$ cat src/rtl/serial_command_parser_queue_core_macros.svh
// Assertion macros shared by the command parser queue RTL.
`ifndef SERIAL_COMMAND_PARSER_QUEUE_CORE_MACROS_SVH
`define SERIAL_COMMAND_PARSER_QUEUE_CORE_MACROS_SVH

// Same-cycle implication, disabled during reset
`define SCPQ_ASSERT_IMP(label, clk, rst, ante, cons, msg) \
   label: assert property (@(posedge clk) disable iff (rst) (ante) |-> (cons)) \
      else $error(msg);

// Next-cycle implication, disabled during reset
`define SCPQ_ASSERT_NXT(label, clk, rst, ante, cons, msg) \
   label: assert property (@(posedge clk) disable iff (rst) (ante) |=> (cons)) \
      else $error(msg);

`endif

$ cat src/rtl/scpq_pkg.sv
// Types and constants shared by the command parser queue modules.
package scpq_pkg;

   // Parser phases
   typedef enum logic [1:0] {
      PH_IDLE       = 2'd0,
      PH_READ_ADDR  = 2'd1,
      PH_WRITE_ADDR = 2'd2,
      PH_WRITE_VAL  = 2'd3
   } phase_type;

   // Command kinds as reported on the result channel
   typedef enum logic [1:0] {
      KIND_READ   = 2'd0,
      KIND_WRITE  = 2'd1,
      KIND_STATUS = 2'd2
   } kind_type;

   // Command opening characters
   localparam logic [7:0] CHAR_READ   = 8'h3F;  // '?'
   localparam logic [7:0] CHAR_WRITE  = 8'h3D;  // '='
   localparam logic [7:0] CHAR_STATUS = 8'h23;  // '#'

   // Item operation codes
   localparam logic OP_BYTE = 1'b0;
   localparam logic OP_POP  = 1'b1;

   // Width of the reported queue count
   localparam int unsigned CountOutW = 6;

   // One queued command: kind on top, then address, then value
   typedef struct packed {
      kind_type   kind;
      logic [7:0] address;
      logic [7:0] value;
   } entry_type;

   // Push request from the parser to the queue
   typedef struct packed {
      logic      push;
      entry_type entry;
   } push_type;

   // Per-item status from the queue
   typedef struct packed {
      logic pop_ok;
      logic dropped;
   } qstat_type;

endpackage

$ cat src/rtl/scpq_parser.sv
// Byte parser that turns received characters into command push requests.
module scpq_parser (
   input  logic               clock,
   input  logic               reset,
   input  logic               step,
   input  logic [7:0]         rx_byte,
   output scpq_pkg::push_type push
);
   import scpq_pkg::*;

   phase_type  phase_ff, phase_in;
   logic [7:0] pend_addr_ff, pend_addr_in;

   // Next phase
   always_comb begin
      phase_in = phase_ff;
      if (step) begin
         unique case (phase_ff)
            PH_IDLE: begin
               priority if (rx_byte == CHAR_READ) begin
                  phase_in = PH_READ_ADDR;
               end else if (rx_byte == CHAR_WRITE) begin
                  phase_in = PH_WRITE_ADDR;
               end else begin
                  phase_in = PH_IDLE;
               end
            end
            PH_READ_ADDR:  phase_in = PH_IDLE;
            PH_WRITE_ADDR: phase_in = PH_WRITE_VAL;
            PH_WRITE_VAL:  phase_in = PH_IDLE;
            default:       phase_in = PH_IDLE;
         endcase
      end
   end

   // Capture the address of a write in progress
   assign pend_addr_in = (step && phase_ff == PH_WRITE_ADDR) ? rx_byte : pend_addr_ff;

   // Push request for a completed command
   always_comb begin
      push = '0;
      unique case (phase_ff)
         PH_IDLE: begin
            push.push          = step && (rx_byte == CHAR_STATUS);
            push.entry.kind    = KIND_STATUS;
         end
         PH_READ_ADDR: begin
            push.push          = step;
            push.entry.kind    = KIND_READ;
            push.entry.address = rx_byte;
         end
         PH_WRITE_ADDR: begin
            push.push          = 1'b0;
         end
         PH_WRITE_VAL: begin
            push.push          = step;
            push.entry.kind    = KIND_WRITE;
            push.entry.address = pend_addr_ff;
            push.entry.value   = rx_byte;
         end
         default: begin
            push.push          = 1'b0;
         end
      endcase
   end

   // State registers
   always_ff @(posedge clock) begin
      if (reset) begin
         phase_ff     <= PH_IDLE;
         pend_addr_ff <= '0;
      end else begin
         phase_ff     <= phase_in;
         pend_addr_ff <= pend_addr_in;
      end
   end

endmodule

$ cat src/rtl/scpq_queue.sv
// Ring queue of commands held in a synchronous memory.
`include "serial_command_parser_queue_core_macros.svh"

module scpq_queue #(
   parameter int unsigned QUEUE_DEPTH = 32
) (
   input  logic                               clock,
   input  logic                               reset,
   input  scpq_pkg::push_type                 push,
   input  logic                               pop,
   output scpq_pkg::qstat_type                stat,
   output logic [$clog2(QUEUE_DEPTH+1)-1:0]   count_next,
   output scpq_pkg::entry_type                rd_entry
);
   import scpq_pkg::*;

   localparam int unsigned CntW = $clog2(QUEUE_DEPTH + 1);
   localparam int unsigned IdxW = $clog2(QUEUE_DEPTH);
   localparam int unsigned SumW = CntW + 1;

   logic [IdxW-1:0] head_ff, head_in, head_inc;
   logic [CntW-1:0] count_ff, count_in;
   logic [SumW-1:0] tail_sum, tail_wrap;
   logic [IdxW-1:0] tail;
   logic            full, empty, wr_en, pop_ok;
   entry_type       mem [QUEUE_DEPTH];
   entry_type       rd_entry_ff;

   // Occupancy and request qualification
   assign full   = (count_ff == CntW'(QUEUE_DEPTH));
   assign empty  = (count_ff == '0);
   assign wr_en  = push.push && !full;
   assign pop_ok = pop && !empty;

   // Tail position: head plus count, wrapped once
   assign tail_sum  = SumW'(head_ff) + SumW'(count_ff);
   assign tail_wrap = (tail_sum >= SumW'(QUEUE_DEPTH)) ?
                      (tail_sum - SumW'(QUEUE_DEPTH)) : tail_sum;
   assign tail      = tail_wrap[IdxW-1:0];

   // Advance head and count
   assign head_inc = (head_ff == IdxW'(QUEUE_DEPTH - 1)) ? '0 : (head_ff + IdxW'(1));
   assign head_in  = pop_ok ? head_inc : head_ff;

   always_comb begin
      priority if (pop_ok) begin
         count_in = count_ff - CntW'(1);
      end else if (wr_en) begin
         count_in = count_ff + CntW'(1);
      end else begin
         count_in = count_ff;
      end
   end

   assign count_next   = count_in;
   assign stat.pop_ok  = pop_ok;
   assign stat.dropped = push.push && full;
   assign rd_entry     = rd_entry_ff;

   // Pointer registers
   always_ff @(posedge clock) begin
      if (reset) begin
         head_ff  <= '0;
         count_ff <= '0;
      end else begin
         head_ff  <= head_in;
         count_ff <= count_in;
      end
   end

   // Command memory: one write port, one registered read port
   always_ff @(posedge clock) begin
      if (wr_en) begin
         mem[tail] <= push.entry;
      end
      if (pop) begin
         rd_entry_ff <= mem[head_ff];
      end
   end

   `SCPQ_ASSERT_IMP(a_count_bound, clock, reset, 1'b1, count_ff <= CntW'(QUEUE_DEPTH), "queue count above depth")
   `SCPQ_ASSERT_IMP(a_drop_full, clock, reset, stat.dropped, count_ff == CntW'(QUEUE_DEPTH), "drop while not full")
   `SCPQ_ASSERT_NXT(a_empty_pop, clock, reset, pop && empty && !push.push, $stable(head_ff) && count_ff == '0, "empty pop moved the queue")
   `SCPQ_ASSERT_NXT(a_push_count, clock, reset, wr_en, count_ff != '0, "push left the queue empty")

endmodule

$ cat src/rtl/serial_command_parser_queue_core.sv
// Top level of the serial command parser with its command queue.
//
// Each request item is either a received serial byte (req_tuser = 0) or a pop of the oldest
// queued command (req_tuser = 1); every item yields exactly one response item. The block
// takes one item per cycle at full rate while the response side is not stalled. After
// acceptance, the head entry is read from the command memory at the accept edge, and the
// result is then moved into the response register. A one-item stage between the memory
// read and the response register lets a new request enter while a response waits to be
// taken. The command memory needs no clearing after reset.
`include "serial_command_parser_queue_core_macros.svh"

module serial_command_parser_queue_core #(
   parameter int unsigned QUEUE_DEPTH = 32
) (
   input  logic        clock,
   input  logic        reset,
   input  logic        req_tvalid,
   output logic        req_tready,
   input  logic [7:0]  req_tdata,   // [7:0] rx_byte
   input  logic [0:0]  req_tuser,   // [0] op
   output logic        rsp_tvalid,
   input  logic        rsp_tready,
   output logic [23:0] rsp_tdata,   // [7:0] cmd_address, [15:8] cmd_value, [16] dropped,
                                    // [22:17] queue_count, [23] zero
   output logic [2:0]  rsp_tuser    // [0] cmd_valid, [2:1] cmd_kind
);
   import scpq_pkg::*;

   localparam int unsigned CntW = $clog2(QUEUE_DEPTH + 1);

   logic            accept, out_free, s1_adv;
   logic            byte_step, pop_step;
   push_type        push;
   qstat_type       stat;
   logic [CntW-1:0] count_next;
   entry_type       rd_entry;

   logic            s1_valid_ff, s1_valid_in;
   qstat_type       s1_stat_ff;
   logic [CntW-1:0] s1_count_ff;
   logic [CntW+CountOutW-1:0] s1_count_wide;

   logic            rsp_valid_ff, rsp_valid_in;
   logic [23:0]     rsp_data_ff;
   logic [2:0]      rsp_user_ff;
   entry_type       res_entry;

   // Handshake
   assign out_free   = !rsp_valid_ff || rsp_tready;
   assign s1_adv     = s1_valid_ff && out_free;
   assign req_tready = !s1_valid_ff || out_free;
   assign accept     = req_tvalid && req_tready;
   assign byte_step  = accept && (req_tuser[0] == OP_BYTE);
   assign pop_step   = accept && (req_tuser[0] == OP_POP);

   scpq_parser u_parser (
      .clock   (clock),
      .reset   (reset),
      .step    (byte_step),
      .rx_byte (req_tdata),
      .push    (push)
   );

   scpq_queue #(
      .QUEUE_DEPTH (QUEUE_DEPTH)
   ) u_queue (
      .clock      (clock),
      .reset      (reset),
      .push       (push),
      .pop        (pop_step),
      .stat       (stat),
      .count_next (count_next),
      .rd_entry   (rd_entry)
   );

   // Stage after the memory read
   assign s1_valid_in = accept ? 1'b1 : (s1_adv ? 1'b0 : s1_valid_ff);

   always_ff @(posedge clock) begin
      if (reset) begin
         s1_valid_ff <= 1'b0;
      end else begin
         s1_valid_ff <= s1_valid_in;
      end
   end

   always_ff @(posedge clock) begin
      if (accept) begin
         s1_stat_ff  <= stat;
         s1_count_ff <= count_next;
      end
   end

   // Form the response command fields: zeros unless a command was popped
   assign res_entry     = s1_stat_ff.pop_ok ? rd_entry : '0;
   assign s1_count_wide = {{CountOutW{1'b0}}, s1_count_ff};

   // Response register
   assign rsp_valid_in = s1_adv ? 1'b1 : (rsp_tready ? 1'b0 : rsp_valid_ff);

   always_ff @(posedge clock) begin
      if (reset) begin
         rsp_valid_ff <= 1'b0;
      end else begin
         rsp_valid_ff <= rsp_valid_in;
      end
   end

   always_ff @(posedge clock) begin
      if (s1_adv) begin
         rsp_data_ff <= {1'b0, s1_count_wide[CountOutW-1:0], s1_stat_ff.dropped,
                         res_entry.value, res_entry.address};
         rsp_user_ff <= {res_entry.kind, s1_stat_ff.pop_ok};
      end
   end

   assign rsp_tvalid = rsp_valid_ff;
   assign rsp_tdata  = rsp_data_ff;
   assign rsp_tuser  = rsp_user_ff;

   `SCPQ_ASSERT_NXT(a_accept_stage, clock, reset, accept, s1_valid_ff, "accepted item not staged")
   `SCPQ_ASSERT_NXT(a_stage_hold, clock, reset, s1_valid_ff && !out_free, s1_valid_ff && $stable(s1_count_ff), "stalled stage changed")
   `SCPQ_ASSERT_IMP(a_pop_no_drop, clock, reset, rsp_valid_ff && rsp_user_ff[0], !rsp_data_ff[16], "popped command flagged as dropped")
   `SCPQ_ASSERT_IMP(a_idle_zero, clock, reset, rsp_valid_ff && !rsp_user_ff[0], rsp_user_ff[2:1] == 2'b00 && rsp_data_ff[15:0] == 16'h0000, "empty response carries command fields")

endmodule
$ cat config.mk
export PLATFORM = sky130hd
export DESIGN_NAME = serial_command_parser_queue_core
export DESIGN_NICKNAME = d
export VERILOG_FILES = /design/src/rtl/scpq_pkg.sv /design/src/rtl/scpq_parser.sv /design/src/rtl/scpq_queue.sv /design/src/rtl/serial_command_parser_queue_core.sv
export VERILOG_INCLUDE_DIRS = /design/src /design/src/rtl
export SDC_FILE = /design/constraint.sdc
export NUM_CORES = 1
export LEC_CHECK = 0
export BUFFER_PORTS_ARGS = -buffer_cell sky130_fd_sc_hd__buf_2
export CAP_MARGIN = 20
export CORE_MARGIN = 2
export CORE_UTILIZATION = 55
export DETAILED_ROUTE_END_ITERATION = 8
export PLACE_DENSITY = 0.71
export SLEW_MARGIN = 20
export SYNTH_ARGS = -nofsm -noshare
export SYNTH_HDL_FRONTEND = slang
export SYNTH_SLANG_ARGS = --single-unit
$ cat constraint.sdc
create_clock -name clock -period 3.6 [get_ports clock]
set_clock_uncertainty 0.1 [all_clocks]
set_input_delay 0.72 -clock clock [delete_from_list [all_inputs] [get_ports clock]]
set_output_delay 0.72 -clock clock [all_outputs]
set_load 0.02 [all_outputs]
==> results of run 1 <==
[layout by cell type (no fill, tap or decap), drive strengths merged, types with 2 or more instances in the layout]
cell type,netlist,final
edfxtp,628,628
mux2i,195,195
buf,43,113
mux4,72,72
clkbuf,32,65
nor2,53,53
a21oi,32,32
a22oi,28,28
a22o,26,26
clkinv,0,26
nand2,25,25
and2,23,23
dfxtp,23,23
a31oi,19,19
o221ai,18,18
nor3,17,17
bufinv,0,16
and3,16,16
nor2b,15,15
nand3,12,12
ha,8,8
xor2,6,6
clkinvlp,0,6
inv,6,6
nand3b,5,5
xnor2,5,5
nand2b,4,4
a211oi,4,4
nor3b,2,2
o21ai,2,2
nand4,2,2
nor4,2,2
o22ai,2,2
a21o,2,2
and4,2,2
or4b,2,2
o2111ai,2,2
[routing by layer]
metal,vias to the layer above,wire length (µm),track usage
met5,-,0,0
met1,6715,23530,0.3480
met3,107,4721,0.04851
met4,0,2437,0.1036
met2,602,26990,0.3736
li1,5658,-,-
[registers in the layout (all words and copies together), names as in the netlist]
signal	count
rsp_tdata	23
rsp_tuser	3
rsp_tvalid	1
s1_count_ff	6
s1_stat_ff	2
s1_valid_ff	1
u_parser.pend_addr_ff	8
u_parser.phase_ff	2
u_queue.count_ff	6
u_queue.head_ff	5
u_queue.mem	576
u_queue.rd_entry	18
[cell type report]
type	count	area share
clock buffer	65	0.05318
clock inverter	48	0.02240
inverter	6	0.0008516
multi-input combinational	617	0.2034
sequential	651	0.6577
tap	600	0.02555
timing repair buffer	113	0.03696
[logic make-up (layout without fill, tap and decap cells)]
group | after synthesis | after routing | synth area share
buffers and inverters | 81 | 232 | 0.01437
multiplexers | 268 | 268 | 0.1406
flip-flops | 651 | 651 | 0.7570
AND/OR/NAND/NOR | 187 | 187 | 0.03868
AO/OA/AOI/OAI | 141 | 141 | 0.04069
other | 1 | 1 | 0.0001469
adder cells (fa/ha/maj) | 9 | 9 | 0.004707
XOR/XNOR | 11 | 11 | 0.003775
[worst max-delay path: stages, from the launching register on]
cell,delay [ps]
dfxtp_1,490
inv_1,100
ha_1,230
nor4b_2,200
a211oi_2,350
and2_1,270
or3b_1,700
nor2_1,290
buf_4,230
[power by group through the flow]
stage | Combinational [mW] | Sequential, mW | Clock (mW)
detailed placement | 0.705 | 8.46 | 0
floorplan | 0.476 | 8.46 | 0
CTS | 0.711 | 8.30 | 7.14
finish | 0.712 | 8.30 | 7.05
global placement | 0.696 | 8.45 | 0
global route | 0.761 | 8.30 | 7.42
[how the worst min path moves through the flow]
stage                          endpoint  slack [ps]  cells past startpoint
2_1_floorplan             rsp_tdata[16]         300                      0
6_report       u_parser.pend_addr_ff[7]         300                      3
3_3_place_gp              rsp_tdata[16]         300                      0
3_5_place_dp              rsp_tdata[22]         310                      0
4_1_cts        u_parser.pend_addr_ff[7]         270                      3
5_1_grt        u_parser.pend_addr_ff[7]         290                      3
==> impl_metrics.yaml, run 1 <==
status:
  status: "complete, no violations"
detailed_routing:
  drt_wl_total_mm: 57.67
  viasPerCell: 6.230
  firstDrtPassIters: 5
  vias: 13082
  drc: 0
  drt_iter0_drc: 1593
  final_antenna_net_count: 0
  drt-wirelength-per-cell_um: 27.46
clock_tree:
  cts-buffers-inserted: 61
  clkTransAtPathRegs_ps: 60
  clock-root-buffer: "clkbuf_16"
  clk_path_buf_depth: 3
  cts_setup_buffers: 0
  cts_resized: 0
  cts.sinks: 651
  htree_levels: 2
  clock_latency_ps: 640
  ctsHoldBuffers: 0
  tritoncts: "built"
setup_path:
  crit_fanout: 11
  r2r_cells: 8
  crit_required_ps: 3820
  crit_arrival_ps: 3480
  worstReg2RegEnd: "u_queue.mem[0][8]"
  path_class: "flip-flop to flip-flop"
  worstReg2RegStart: "u_queue.count_ff[1]"
  cp-start-kind: "flip-flop"
  rrSetupSlack_ps: 340
  end_kind: "flip-flop"
  crit_path_start: "u_queue.count_ff[1]"
  crit_path_end: "u_queue.mem[0][8]"
logic_synthesis:
  synth_edf_count: 628
  syn_area_um2: 25520
  ys_ff_latch: 651
  synth_top_area_frac: 0.7390
  yosys_warnings: 0
  yosys-top-cells-area: "edfxtp_1 74%, mux2i_1 7.6%, mux4_2 6.4%"
  synth.most_common_cell: "edfxtp_1"
  ys_seq_area_frac: 0.7570
  synthCells: 1349
  synthTopCellsByCount: "628 x edfxtp_1, 195 x mux2i_1, 72 x mux4_2"
  synth_fp_nets: 1371
  async_flop_share: 0
  ys_types: 57
  ys.flop_type: "edfxtp_1"
  synth_area_leader_cell: "edfxtp_1"
  syn_area_per_cell_um2: 18.92
final_layout:
  utilization: 0.6448
  seqCellArea_um2: 19330
  drive_gt1_frac: 0.2287
  areaGrowthSynthToFinish_pct: 15.15
  final_nets: 1472
  stdcell_count: 2100
  multi_input_area_um2: 5976
  stdcell_area_um2: 29390
  nFillCells: 2950
  n_antenna_cell: 0
floorplan:
  start_util: 0.5599
  die_h_um: 219.4
  rows: 78
  core_area_um2: 45580
  ios: 42
  die_area_um2: 48140
  die_width_um: 219.4
pwr:
  p_leak_nw: 9.198
  p_sw_mw: 3.230
  power_mw: 16.06
  sequentialPowerShare: 0.517
  p_per_area_nw_per_um2: 546.4
  p_int_mw: 12.83
  pwr-share-clk: 0.439
  netSwitchingFraction: 0.2012
  ir_drop_mv: 0.4445
  comb_power_share: 0.044
global_route:
  first_global_vias: 12715
  grt_max_degree: 80
  overflow: 0
  grt_pass1_wl_mm: 83.79
  grt_usage: 0.2448
  antenna_found_initial: 0
placement:
  placedCellCount: 1987
  dpl_worst_slack_ps: 343.0
  portBuffers: 40
  dp_hpwl_mm: 33.77
  placed_cell_area_um2: 27160
  gp_congestion: 0.9110
sta:
  tns_ps: 0
  finalWorstSetupSlack_ps: 338.6
  whs_ps: 296.3
  hold_violations: 0
  max_freq_ghz: 0.3066
  setup_viol: 0
  drv_slew: 0
  worst_slew_pin_slew_ps: 1055
  finalCritPeriodShare: 0.9059
  finalCriticalPeriod_ps: 3261
  relSlewSlack: 0.2951
  rsz0062_at_grt: "false"
job:
  maxCapViolCount: 0
worst_hold_path:
  hp-start: "req_tdata[7]"
  hold_class: "input pin to flip-flop"
Power figures use the tool's default switching activity.
==> run 2, diff against run 1 <==
Settings changed: RECOVER_POWER set to 100.
==> run 2 against run 1 <==
Against the previous run:
- the flow now finishes with violations (max-capacitance violations, max-slew violations)
- global-route usage did not move
- setup slack worse by 66 ps
- critical path depth stayed put
- non-clock buffer count unchanged
- critical endpoint is now u_queue.rd_entry[11]
==> impl_metrics.yaml, run 2 (synthesized netlist as in run 1, its figures left out) <==
status:
  status: "complete, but fails checks"
  violations: "max-capacitance violations, max-slew violations"
sta:
  relSlewSlack: -0.1877
  finalCriticalPeriod_ps: 3327
  drv_slew: 290
  max_freq_ghz: 0.3006
  hold_violations: 0
  finalWorstSetupSlack_ps: 273.0
  setup_viol: 0
  whs_ps: 296.6
  rsz0062_at_grt: "false"
  tns_ps: 0
  finalCritPeriodShare: 0.9242
  worst_slew_pin_slew_ps: 1782
final_layout:
  final_nets: 1472
  largest_register: "u_queue.mem"
  largest_reg_flops: 576
  stdcell_area_um2: 29030
  nFillCells: 3032
  layout_commonest_cell: "edfxtp_1"
  drive_gt1_frac: 0.1787
  utilization: 0.6369
  layout_common_cells: "628 x edfxtp_1, 195 x mux2i_1, 72 x mux4_2, 62 x clkbuf_16, 45 x clkbuf_1"
  stdcell_count: 2100
  seqCellArea_um2: 19320
  areaGrowthSynthToFinish_pct: 13.75
  multi_input_area_um2: 5858
  n_antenna_cell: 0
setup_path:
  path_class: "flip-flop to flip-flop"
  crit_required_ps: 3800
  crit_path_start: "u_queue.head_ff[0]"
  end_kind: "flip-flop"
  crit_fanout: 79
  worstReg2RegStart: "u_queue.head_ff[0]"
  cp-start-kind: "flip-flop"
  crit_arrival_ps: 3530
worst_hold_path:
  hp-start: "req_tdata[7]"
  hold_class: "input pin to flip-flop"
pwr:
  p_per_area_nw_per_um2: 551.9
  power_mw: 16.02
  p_leak_nw: 9.007
  ir_drop_mv: 0.4452
global_route:
  overflow: 0
  grt_pass1_wl_mm: 83.79
  grt_usage: 0.2448
  antenna_found_initial: 0
  first_global_vias: 12715
  grt_max_degree: 80
floorplan:
  core_area_um2: 45580
  die_width_um: 219.4
  die_area_um2: 48140
  start_util: 0.5599
  die_h_um: 219.4
  rows: 78
  ios: 42
clock_tree:
  cts.sinks: 651
  ctsHoldBuffers: 0
  cts_resized: 0
  clk_path_buf_depth: 3
  cts-buffers-inserted: 61
  cts_setup_buffers: 0
  clock_latency_ps: 640
  clock-root-buffer: "clkbuf_16"
  clkTransAtPathRegs_ps: 60
  htree_levels: 2
  tritoncts: "built"
detailed_routing:
  drc: 0
  drt_wl_total_mm: 57.65
  final_antenna_net_count: 0
  vias: 13105
  viasPerCell: 6.240
  drt-wirelength-per-cell_um: 27.45
  drt_iter0_drc: 1531
  firstDrtPassIters: 5
placement:
  gp_congestion: 0.9110
  portBuffers: 40
  dpl_worst_slack_ps: 343.0
  dp_hpwl_mm: 33.77
  placedCellCount: 1987
  placed_cell_area_um2: 27160
job:
  maxCapViolCount: 9
[run 2: cell count changes in the layout (fill, tap and decap cells not counted), moves of 20 or more]
cell	delta
clkbuf_1	+42
buf_2	-29
buf_4	-29
clkbuf_2	+22
nor2_1	+21
nor2_2	-20
[run 2: final cells by class]
class | instances | area share
Timing Repair Buffer | 113 | 0.02927
Clock buffer | 65 | 0.05384
Inverter | 6 | 0.0008621
Tap cell | 600 | 0.02586
Clock inverter | 48 | 0.02267
Multi-Input combinational cell | 617 | 0.2018
Sequential cell | 651 | 0.6657
[run 2: power breakdown]
part           internal [mW]  switching, mW  leakage [nW]  total, mW
combinational          0.269          0.413          2.10      0.682
sequential              8.25         0.0433          5.83       8.30
clock                   4.28           2.76          1.08       7.04
total                   12.8           3.22          9.01       16.0
[run 2: final timing paths]
check,cells past startpoint,slack (ps),to
worst max-delay path,8,270,u_queue.rd_entry[11]
worst min-delay path,3,300,u_parser.pend_addr_ff[7]
worst max register to register,8,270,u_queue.rd_entry[11]
worst min register to register,0,330,rsp_tdata[22]
[run 2: layer usage]
metal  wire, µm  GRT usage  vias up
met5          0          0        -
met4       2503     0.1036        0
met3       4731    0.04851      116
met2      26750     0.3736      623
met1      23670     0.3480     6713
li1           -          -     5653
[run 2: worst max-delay path: stages (launching register included)]
cell,delay [ps]
dfxtp_1,350
buf_6,780
and2_1,470
buf_12,210
a22o_1,190
nor3_1,100
a31oi_1,200
clkbuf_1,320
o221ai_1,250
